**src/rtl/core/ebab_pkg.sv**
```systemverilog
// Shared types, operation codes and flag positions for the BCD-capable ALU.
package ebab_pkg;

    typedef struct packed {
        logic [3:0] op;
        logic [7:0] first_value;
        logic [7:0] second_value;
        logic [7:0] status_in;
    } ebab_in_t;

    typedef struct packed {
        logic [7:0] result;
        logic [7:0] status_out;
    } ebab_out_t;

    localparam logic [3:0] OP_OR   = 4'd0;
    localparam logic [3:0] OP_AND  = 4'd1;
    localparam logic [3:0] OP_XOR  = 4'd2;
    localparam logic [3:0] OP_BIT  = 4'd3;
    localparam logic [3:0] OP_ADC  = 4'd4;
    localparam logic [3:0] OP_SBC  = 4'd5;
    localparam logic [3:0] OP_CMP  = 4'd6;
    localparam logic [3:0] OP_ASL  = 4'd7;
    localparam logic [3:0] OP_ROL  = 4'd8;
    localparam logic [3:0] OP_LSR  = 4'd9;
    localparam logic [3:0] OP_ROR  = 4'd10;
    localparam logic [3:0] OP_LOAD = 4'd11;

    localparam int FLAG_N = 7;
    localparam int FLAG_V = 6;
    localparam int FLAG_D = 3;
    localparam int FLAG_Z = 1;
    localparam int FLAG_C = 0;

    function automatic logic [7:0] set_nz(input logic [7:0] st, input logic [7:0] r);
        logic [7:0] s;
        s = st;
        s[FLAG_N] = r[7];
        s[FLAG_Z] = (r == 8'h00);
        return s;
    endfunction

endpackage

```
**src/rtl/core/ebab_alu.sv**
```systemverilog
// Combinational ALU datapath: logic ops, bit test, binary and decimal add/subtract, compare, shifts, rotates, load.
module ebab_alu (
    input  ebab_pkg::ebab_in_t  op_in,
    output ebab_pkg::ebab_out_t op_out
);
    import ebab_pkg::*;

    logic [7:0]        a;
    logic [7:0]        b;
    logic [7:0]        st;
    logic              cin;
    logic              borrow;
    logic [8:0]        bin_sum;
    logic [8:0]        bin_diff;
    logic [8:0]        cmp_diff;
    logic [4:0]        dadd_lo;
    logic [4:0]        dadd_hi;
    logic [4:0]        dadd_lo_fix;
    logic [5:0]        dadd_hi_fix;
    logic              dadd_c;
    logic signed [5:0] dsub_lo;
    logic signed [5:0] dsub_hi;
    logic signed [5:0] dsub_lo_fix;
    logic signed [5:0] dsub_hi_adj;
    logic signed [5:0] dsub_hi_fix;
    logic [7:0]        add_res;
    logic [7:0]        sub_res;
    logic              add_c;
    logic              sub_c;
    logic [7:0]        res;
    logic [7:0]        st_new;

    assign a      = op_in.first_value;
    assign b      = op_in.second_value;
    assign st     = op_in.status_in;
    assign cin    = st[FLAG_C];
    assign borrow = ~cin;

    assign bin_sum  = {1'b0, a} + {1'b0, b} + {8'd0, cin};
    assign bin_diff = {1'b0, a} - {1'b0, b} - {8'd0, borrow};
    assign cmp_diff = {1'b0, a} - {1'b0, b};

    always_comb begin
        dadd_lo     = {1'b0, a[3:0]} + {1'b0, b[3:0]} + {4'd0, cin};
        dadd_hi     = {1'b0, a[7:4]} + {1'b0, b[7:4]};
        dadd_lo_fix = dadd_lo;
        if (dadd_lo > 5'd9) begin
            dadd_lo_fix = dadd_lo + 5'd6;
            dadd_hi     = dadd_hi + 5'd1;
        end
        dadd_hi_fix = {1'b0, dadd_hi};
        dadd_c      = 1'b0;
        if (dadd_hi > 5'd9) begin
            dadd_hi_fix = {1'b0, dadd_hi} + 6'd6;
            dadd_c      = 1'b1;
        end

        dsub_lo     = $signed({2'b00, a[3:0]}) - $signed({2'b00, b[3:0]})
                      - $signed({5'd0, borrow});
        dsub_hi     = $signed({2'b00, a[7:4]}) - $signed({2'b00, b[7:4]});
        dsub_lo_fix = dsub_lo;
        dsub_hi_adj = dsub_hi;
        if (dsub_lo < 0) begin
            dsub_lo_fix = dsub_lo + 6'sd10;
            dsub_hi_adj = dsub_hi - 6'sd1;
        end
        dsub_hi_fix = dsub_hi_adj;
        if (dsub_hi_adj < 0) begin
            dsub_hi_fix = dsub_hi_adj + 6'sd10;
        end

        if (st[FLAG_D]) begin
            add_res = {dadd_hi_fix[3:0], dadd_lo_fix[3:0]};
            add_c   = dadd_c;
            sub_res = {dsub_hi_fix[3:0], dsub_lo_fix[3:0]};
            sub_c   = ~dsub_hi_adj[5];
        end else begin
            add_res = bin_sum[7:0];
            add_c   = bin_sum[8];
            sub_res = bin_diff[7:0];
            sub_c   = ~bin_diff[8];
        end
    end

    always_comb begin
        res    = a;
        st_new = st;
        unique case (op_in.op)
            OP_OR: begin
                res    = a | b;
                st_new = set_nz(st, res);
            end
            OP_AND: begin
                res    = a & b;
                st_new = set_nz(st, res);
            end
            OP_XOR: begin
                res    = a ^ b;
                st_new = set_nz(st, res);
            end
            OP_BIT: begin
                st_new[FLAG_Z] = ((a & b) == 8'h00);
                st_new[FLAG_N] = b[7];
                st_new[FLAG_V] = b[6];
            end
            OP_ADC: begin
                res            = add_res;
                st_new[FLAG_C] = add_c;
                st_new[FLAG_V] = ~(a[7] ^ b[7]) & (a[7] ^ res[7]);
                st_new         = set_nz(st_new, res);
            end
            OP_SBC: begin
                res            = sub_res;
                st_new[FLAG_C] = sub_c;
                st_new[FLAG_V] = (a[7] ^ b[7]) & (a[7] ^ res[7]);
                st_new         = set_nz(st_new, res);
            end
            OP_CMP: begin
                st_new         = set_nz(st, cmp_diff[7:0]);
                st_new[FLAG_C] = ~cmp_diff[8];
            end
            OP_ASL, OP_ROL: begin
                res            = {a[6:0], (op_in.op == OP_ROL) ? cin : 1'b0};
                st_new[FLAG_C] = a[7];
                st_new         = set_nz(st_new, res);
            end
            OP_LSR, OP_ROR: begin
                res            = {(op_in.op == OP_ROR) ? cin : 1'b0, a[7:1]};
                st_new[FLAG_C] = a[0];
                st_new         = set_nz(st_new, res);
            end
            OP_LOAD: begin
                res    = b;
                st_new = set_nz(st, res);
            end
            default: begin
                res    = a;
                st_new = st;
            end
        endcase
    end

    assign op_out.result     = res;
    assign op_out.status_out = st_new;

endmodule

```
**src/rtl/core/eight_bit_alu_with_bcd_core.sv**
```systemverilog
// Top level: input register, ALU datapath and result register with handshakes.
// A beat accepted into in_reg passes the ALU into out_reg (m_data) once out_reg is free or draining.
// Throughput: one beat per cycle while m_ready is high; the input register refills while a result waits.
// Reset: synchronous, active low on aresetn; clears both valid flags only.
module eight_bit_alu_with_bcd_core (
    input  logic                aclk,
    input  logic                aresetn,
    input  logic                s_valid,
    output logic                s_ready,
    input  ebab_pkg::ebab_in_t  s_data,
    output logic                m_valid,
    input  logic                m_ready,
    output ebab_pkg::ebab_out_t m_data
);
    import ebab_pkg::*;

    ebab_in_t  in_reg;
    logic      in_valid_reg;
    logic      in_valid_next;
    ebab_out_t out_reg;
    logic      out_valid_reg;
    logic      out_valid_next;
    ebab_out_t alu_out;
    logic      advance;

    ebab_alu u_alu (
        .op_in  (in_reg),
        .op_out (alu_out)
    );

    assign advance = in_valid_reg && (!out_valid_reg || m_ready);
    assign s_ready = !in_valid_reg || advance;

    always_comb begin
        in_valid_next = in_valid_reg;
        if (s_valid && s_ready) begin
            in_valid_next = 1'b1;
        end else if (advance) begin
            in_valid_next = 1'b0;
        end
        out_valid_next = out_valid_reg;
        if (advance) begin
            out_valid_next = 1'b1;
        end else if (m_ready) begin
            out_valid_next = 1'b0;
        end
    end

    always_ff @(posedge aclk) begin
        if (!aresetn) begin
            in_valid_reg  <= 1'b0;
            out_valid_reg <= 1'b0;
        end else begin
            in_valid_reg  <= in_valid_next;
            out_valid_reg <= out_valid_next;
        end
    end

    always_ff @(posedge aclk) begin
        if (s_valid && s_ready) begin
            in_reg <= s_data;
        end
        if (advance) begin
            out_reg <= alu_out;
        end
    end

    assign m_valid = out_valid_reg;
    assign m_data  = out_reg;

endmodule
```
**config.mk**
```make
export PLATFORM = sky130hd
export DESIGN_NAME = eight_bit_alu_with_bcd_core
export DESIGN_NICKNAME = d
export VERILOG_FILES = /design/src/rtl/core/ebab_pkg.sv /design/src/rtl/core/ebab_alu.sv /design/src/rtl/core/eight_bit_alu_with_bcd_core.sv
export SDC_FILE = /design/constraint.sdc
export NUM_CORES = 1
export LEC_CHECK = 0
export BUFFER_PORTS_ARGS = -buffer_cell sky130_fd_sc_hd__clkbuf_2
export CORE_UTILIZATION = 46
export DETAILED_ROUTE_END_ITERATION = 10
export PLACE_DENSITY = 0.65
export SYNTH_ARGS = -nofsm -noshare
export SYNTH_HDL_FRONTEND = slang
export SYNTH_SLANG_ARGS = --single-unit
```
**constraint.sdc**
```tcl
create_clock -name aclk -period 4.5 [get_ports aclk]
set_input_delay 0.45 -clock aclk [delete_from_list [all_inputs] [get_ports aclk]]
set_output_delay 0.45 -clock aclk [all_outputs]
set_load 0.03 [all_outputs]
```
==> results of run 1 <==
-- layer usage --
metal | vias to the layer above | share of wire (%) | GRT usage, % | wire length (um)
li1 | 2047 | - | - | -
met3 | 50 | 6.2 | 4.69 | 814
met5 | - | 0 | 0 | 0
met1 | 1981 | 44 | 35.4 | 5860
met4 | 0 | 4.8 | 14.5 | 629
met2 | 181 | 45 | 41.4 | 5880
-- placed cells by master (no fill, tap or decap), types with 16 or more instances in the layout --
cell type	count
nand2_1	38
nor2_1	50
nor3_1	16
buf_4	21
clkbuf_2	49
a21oi_1	32
xnor2_1	23
o21ai_0	34
inv_1	37
ha_1	31
edfxtp_1	44
-- metrics by stage --
| step | util (%) | cell area [sq um] | setup TNS, ps | setup WS (ps) | instances |
|---|---|---|---|---|---|
| after CTS | 53.8 | 5040 | 0 | 141 | 698 |
| after global placement | 52.6 | 4930 | 0 | 327 | 690 |
| after detailed placement | 52.6 | 4930 | 0 | 174 | 690 |
| after global routing | 54.5 | 5100 | -15.7 | -15.7 | 702 |
| after floorplan | - | 4520 | 0 | 427 | 522 |
| final | 54.5 | 5100 | 0 | 278 | 702 |
-- layout make-up --
| class | instances | area [sq um] | area share [%] |
|---|---|---|---|
| clock buffers | 6 | 72.6 | 1.42 |
| clock inverters | 2 | 37.5 | 0.735 |
| inverters | 40 | 150 | 2.94 |
| multi-input cells | 409 | 2920 | 57.2 |
| flip-flops and latches | 46 | 1360 | 26.7 |
| well taps | 129 | 161 | 3.16 |
| repair buffers | 70 | 403 | 7.89 |
-- worst min path at each step --
stage                           from          to  slack, ps  cells after the start
final                     s_data[20]  in_reg[20]        310                      1
after global routing      s_data[15]  in_reg[15]        300                      1
after CTS                 s_data[20]  in_reg[20]        300                      1
after detailed placement   in_reg[2]   m_data[2]        410                      0
after global placement     in_reg[4]   m_data[4]        400                      0
after floorplan            in_reg[2]   m_data[2]        400                      0
-- report_power, final --
| part | switching (W) | internal (W) | total [W] |
|---|---|---|---|
| clock network | 0.000141 | 0.000166 | 0.000307 |
| logic | 0.000384 | 0.000257 | 0.000641 |
| registers | 0.0000279 | 0.000501 | 0.000529 |
-- cells by family (layout without fill, tap and decap cells) --
logic type	count (synthesis)	in the layout	share of synthesized area [%]
AO/OA/AOI/OAI	167	167	26.4
AND/OR/NAND/NOR	161	161	17.4
buffers and inverters	67	118	6.14
flip-flops	46	46	30.1
adder cells (fa/ha/maj)	37	37	10.9
XOR/XNOR	29	29	5.61
multiplexers	15	15	3.46
-- what timing repair did --
item                       4_1_cts  5_1_grt
buffers inserted                 0        4
hold buffers                     0        0
setup endpoints to repair        0        6
resized for setup                0        9
==> impl_results.md, run 1 <==
* TritonCTS clock tree: yes
* Worst r2r path cells at 19
* Post-synthesis sequential area ratio at between 30% and 40%
* First-pass GRT wire length at ~21000 um
* Min cycle time layout at about 4200 ps
* R2R Path End: m_data[14]
* Endpoints failing hold at 0
* H-Tree Depth at 2
* Initial Utilization at slightly below 50%
* Pwr dens at just under 300 nW/um^2
* Worst min path class: in -> reg
* Fill cells at roughly 900
* Max reg flops at 28
* Crit end category: register
* Peak VDD IR at 0.000149 V
* Worst rel slew slack at about 20%
* Global route total overflow at 0
* Vias per Instance at roughly 6
* Fmax at roughly 0.24 GHz
* Ys flop type: edfxtp_1
* Number of synthesis warnings at 0
* Num CTS Buffers at 5
* Avg Cell Area, Syn at about 8.7 sq um
* Top cells by count, synth: nor2_1 (50), edfxtp_1 (44), inv_1 (38), nand2_1 (38), o21ai_0 (35)
* Horiz. Die Dim at roughly 100 um
* Worst path max stage delay at 420 ps
* Reg2Reg Launch Point: in_reg[8]
* Share of cells above drive strength 1 at between 10% and 20%
* Skew final at ~11 ps
* CP Cell Sequence: inv_1, fa_2, nand2b_1, nand2b_1, xnor2_1, ha_1, inv_1, a31o_4, a21oi_4, buf_4, mux2_2, inv_1, ha_2, o21ai_0, o211ai_1, a221o_1, a21oi_1, o311a_2, o22a_1
* Number of antenna violations at the first check in global routing at 0
* Status: completed
* CP dominant cell by count: inv_1
* Setup slack, reg-to-reg at about 280 ps
* Routed length per instance at ~19 um
* Post-synth EDFFs at between 40 and 50
* Count leader, synth: nor2_1
* Ys async rst share at 0%
* CP Launch Point: in_reg[8]
* Clk buf depth at 2
* Vias in the first global route at about 4000
* Share of the synthesized area in the top cell type at just under 30%
* Largest net degree at the start of global routing at 33
* Total power at between 0.001 and 0.0015 W
* Post-Syn Instances at between 500 and 600
* Critical Path Sink: m_data[14]
* Total die area at 10200 sq um
* Tightest Pin Transition at 1200 ps
* Net Count, Synth at approximately 590
* Tot GR Track Use at between 20% and 30%
* Detailed Route WL at about 13000 um
* Worst skew pair latency at 310 ps
* Iter 0 DRT Violations at between 400 and 500
* DR pass1 iterations at 5
* Data arrival, critical path at 4280 ps
* Flops & latches, synth at 46
* Synth area leaders: edfxtp_1 (29%), ha_1 (9.1%), xnor2_1 (4.5%), nor2_1 (4.1%), o21ai_0 (3.9%)
* Cell area after synthesis at 4520 sq um
* Root Buffer: clkbuf_8
* Peak fanout along the critical path at 7
* P_leak at 2.02 nW
* WP buf/inv at 4
* Max Cap Violations at 0
* Drt drc at 0
* Fin. max-slew vios at 0
* Crit path launch type: register
* RePlAce Congestion at about 1.0
* Cell taking the most area after synthesis: edfxtp_1
* WHS at between 300 and 400 ps
* Crit share post-route at a little over nine tenths
* Layout area overhead at 12.8%
* Placeable Area at ~9400 sq um
* CP delay by family, top: compound AO/OA/AOI/OAI gates
* N_diodes at 0
* Port bufs at a little under 50
* Crit Path Category: reg -> reg
* DR vias at roughly 4300
* Chip height at between 100 and 150 um
* Post-route ant nets at 0
* Critical Path Slowest Stage Cell: fa_2
* Clk slew on worst S/H paths at around 90 ps
* Required time worst endpoint at 4560 ps
* Final setup viols at 0
* CP Depth at 19
* Row cnt at 35
* Ports at 50
* Synth unique cells at 76
* DP Wirelength at a little over 10000 um
* Nets at 641
* Clk sinks at 46
No activity file was read; power rests on OpenSTA's default activity.
==> run 2, diff against run 1 <==
--- a/config.mk
+++ b/config.mk
@@ -6,6 +6,7 @@
 export NUM_CORES = 1
 export LEC_CHECK = 0
 export BUFFER_PORTS_ARGS = -buffer_cell sky130_fd_sc_hd__clkbuf_2
+export CORE_ASPECT_RATIO = 1.25
 export CORE_UTILIZATION = 46
 export DETAILED_ROUTE_END_ITERATION = 10
 export PLACE_DENSITY = 0.65
==> run 2 against run 1 <==
Against the previous run: core utilization down 1.4 points; maximum frequency down 1.8%; sequential share of layout area about the same; wire length up 1.6%; non-clock buffer count down 4; via count up 1.6%; clock power up 33%; global-route usage about the same; flip-flop and latch count unchanged; sequential power up 1%; critical path type unchanged; combinational power down 2%; critical endpoint is now m_data[1].
==> impl_results.md, run 2 (synthesis results as in run 1) <==
* Max reg flops at 28
* Required time worst endpoint at around 4600 ps
* Tot GR Track Use at a little over a quarter
* Worst path max stage delay at roughly 510 ps
* CP Launch Point: in_reg[18]
* Drt drc at 0
* Nets at ~640
* Iter 0 DRT Violations at slightly below 300
* Min cycle time layout at between 4000 and 5000 ps
* Row cnt at 40
* Fmax at 0.233 GHz
* Pwr dens at about 310 nW/um^2
* H-Tree Depth at 2
* Peak VDD IR at 0.000319 V
* Share of cells above drive strength 1 at 16.7%
* Tightest Pin Transition at 1060 ps
* Worst min path class: in -> reg
* Psw at 0.000560 W
* Initial Utilization at 47.1%
* Crit path launch type: register
* Skew final at approximately 5.2 ps
* Crit Path Category: reg -> reg
* Endpoints failing hold at 0
* Port bufs at 49
* Layout area overhead at 12.7%
* Num CTS Buffers at 5
* Number of antenna violations at the first check in global routing at 0
* Global route total overflow at 0
* Worst skew pair latency at about 290 ps
* Post-CTS Hold Buffers at 0
* First-pass GRT wire length at 21300 um
* Critical Path Slowest Stage Cell: edfxtp_1
* Max Cap Violations at 0
* Clk slew on worst S/H paths at around 60 ps
* Crit end category: register
* Placeable Area at around 9600 sq um
* Status: completed
* Ports at 50
* Root Buffer: clkbuf_16
* Internal Pwr Total at approximately 0.0010 W
* Inst Count DP at around 690
* Setup slack, reg-to-reg at between 200 and 250 ps
* Finished Layout Cells at 695
* Reg2Reg Launch Point: in_reg[18]
* Clk buf depth at 2
* Most common library cell in the layout ignoring fill and taps: nor2_1
* Worst rel slew slack at 29.6%
* Largest net degree at the start of global routing at 37
* Horiz. Die Dim at slightly above 90 um
* Peak fanout along the critical path at 12
* Clk sinks at 46
* Routed length per instance at roughly 19 um
* Fill cells at 905
* Switching fraction of total power at approximately 36%
* DR pass1 iterations at 5
* Data arrival, critical path at approximately 4400 ps
* Total die area at 10200 sq um
* Final setup viols at 0
* RePlAce Congestion at 0.931
* WP buf/inv at 1
* DP Wirelength at approximately 10000 um
* TritonCTS clock tree: yes
* Detailed Route WL at 13400 um
* P_leak at around 2 nW
* Vias per Instance at 6.23
* Combinational share of power at around two fifths
* Chip height at 113 um
* Reg power frac at about a third
* CP delay by family, top: compound AO/OA/AOI/OAI gates
* DR vias at between 4000 and 5000
* Crit share post-route at a little over nine tenths
* CP dominant cell by count: ha_1
* Clk pwr share at between 20 and 30%
* Hold Path Origin: s_data[17]
* Commonest cells after routing, fill and taps aside: nor2_1 (50), clkbuf_2 (49), edfxtp_1 (44)
* Vias in the first global route at 4226
* CP Cell Sequence: inv_1, ha_1, nor4b_2, o31ai_4, a31o_4, a21oi_4, and2b_2, xnor2_1, ha_1, o21ai_0, o211ai_1, a221o_1, and3b_1, o31a_1, o41ai_2
* Fin. max-slew vios at 0
* Post-Route Utilization at 53.1%
* N_diodes at 0
* Post-route ant nets at 0
## run 2: changes by cell type in the layout (fill, tap and decap cells not counted), sizes merged
cell | before | now
buf | 21 | 17
## run 2: final cells by class
cell class / count / area, sq um / area share [%]
multi-input cells: 409 / 2890 / 56.7
flip-flops and latches: 46 / 1360 / 26.7
clock buffers: 6 / 129 / 2.53
well taps: 126 / 158 / 3.09
clock inverters: 2 / 37.5 / 0.736
repair buffers: 66 / 373 / 7.31
inverters: 40 / 150 / 2.94
## run 2: final timing paths
| check | cells past startpoint | end |
|---|---|---|
| setup / recovery | 15 | m_data[1] |
| hold / removal | 1 | in_reg[17] |
| setup reg to reg | 15 | m_data[1] |
| hold reg to reg | 0 | m_data[4] |
## run 2: per-stage QoR
| step | setup slack (ps) | area (sq um) | hold slack [ps] | total power (W) | setup TNS, ps |
|---|---|---|---|---|---|
| 6_report | 202 | 5100 | 336 | 0.00157 | 0 |
| 5_1_grt | -0.165 | 5100 | 329 | 0.00165 | -0.165 |
| 4_1_cts | 153 | 5080 | 328 | 0.00156 | 0 |
| 3_5_place_dp | 207 | 4910 | 405 | 0.00115 | 0 |
| 3_3_place_gp | 320 | 4910 | 401 | 0.00114 | 0 |
| 2_1_floorplan | 427 | 4520 | 400 | 0.000988 | 0 |
## run 2: power groups by stage
| stage | Clock, W | Sequential (W) | Combinational, W |
|---|---|---|---|
| after floorplan | 0 | 0.000545 | 0.000443 |
| after global placement | 0 | 0.000543 | 0.000598 |
| after detailed placement | 0 | 0.000544 | 0.000607 |
| after CTS | 0.000417 | 0.000535 | 0.000612 |
| after global routing | 0.000431 | 0.000538 | 0.000682 |
| final | 0.000407 | 0.000536 | 0.000627 |
## run 2: what timing repair did
action / CTS / global route
hold endpoints to repair: 0 / 0
endpoints found under the setup margin: 0 / 6
buffers inserted: 0 / 2
resized for setup: 0 / 3
## run 2: worst reg2reg max path: stages, from the launching register on
cell and delay (ps):
edfxtp_1 510, inv_1 130, ha_1 470, nor4b_2 480, o31ai_4 130, a31o_4 270
a21oi_4 160, and2b_2 240, xnor2_1 150, ha_1 270, o21ai_0 80, o211ai_1 130
a221o_1 330, and3b_1 210, o31a_1 240, o41ai_2 330
## run 2: routing by layer
layer	share of wire (%)	global-route usage, %	up-vias
met2	48	44.3	197
met3	6.8	3.90	48
met1	40	32.6	2048
li1	-	-	2036
met5	0	0	-
met4	5.3	16.7	0
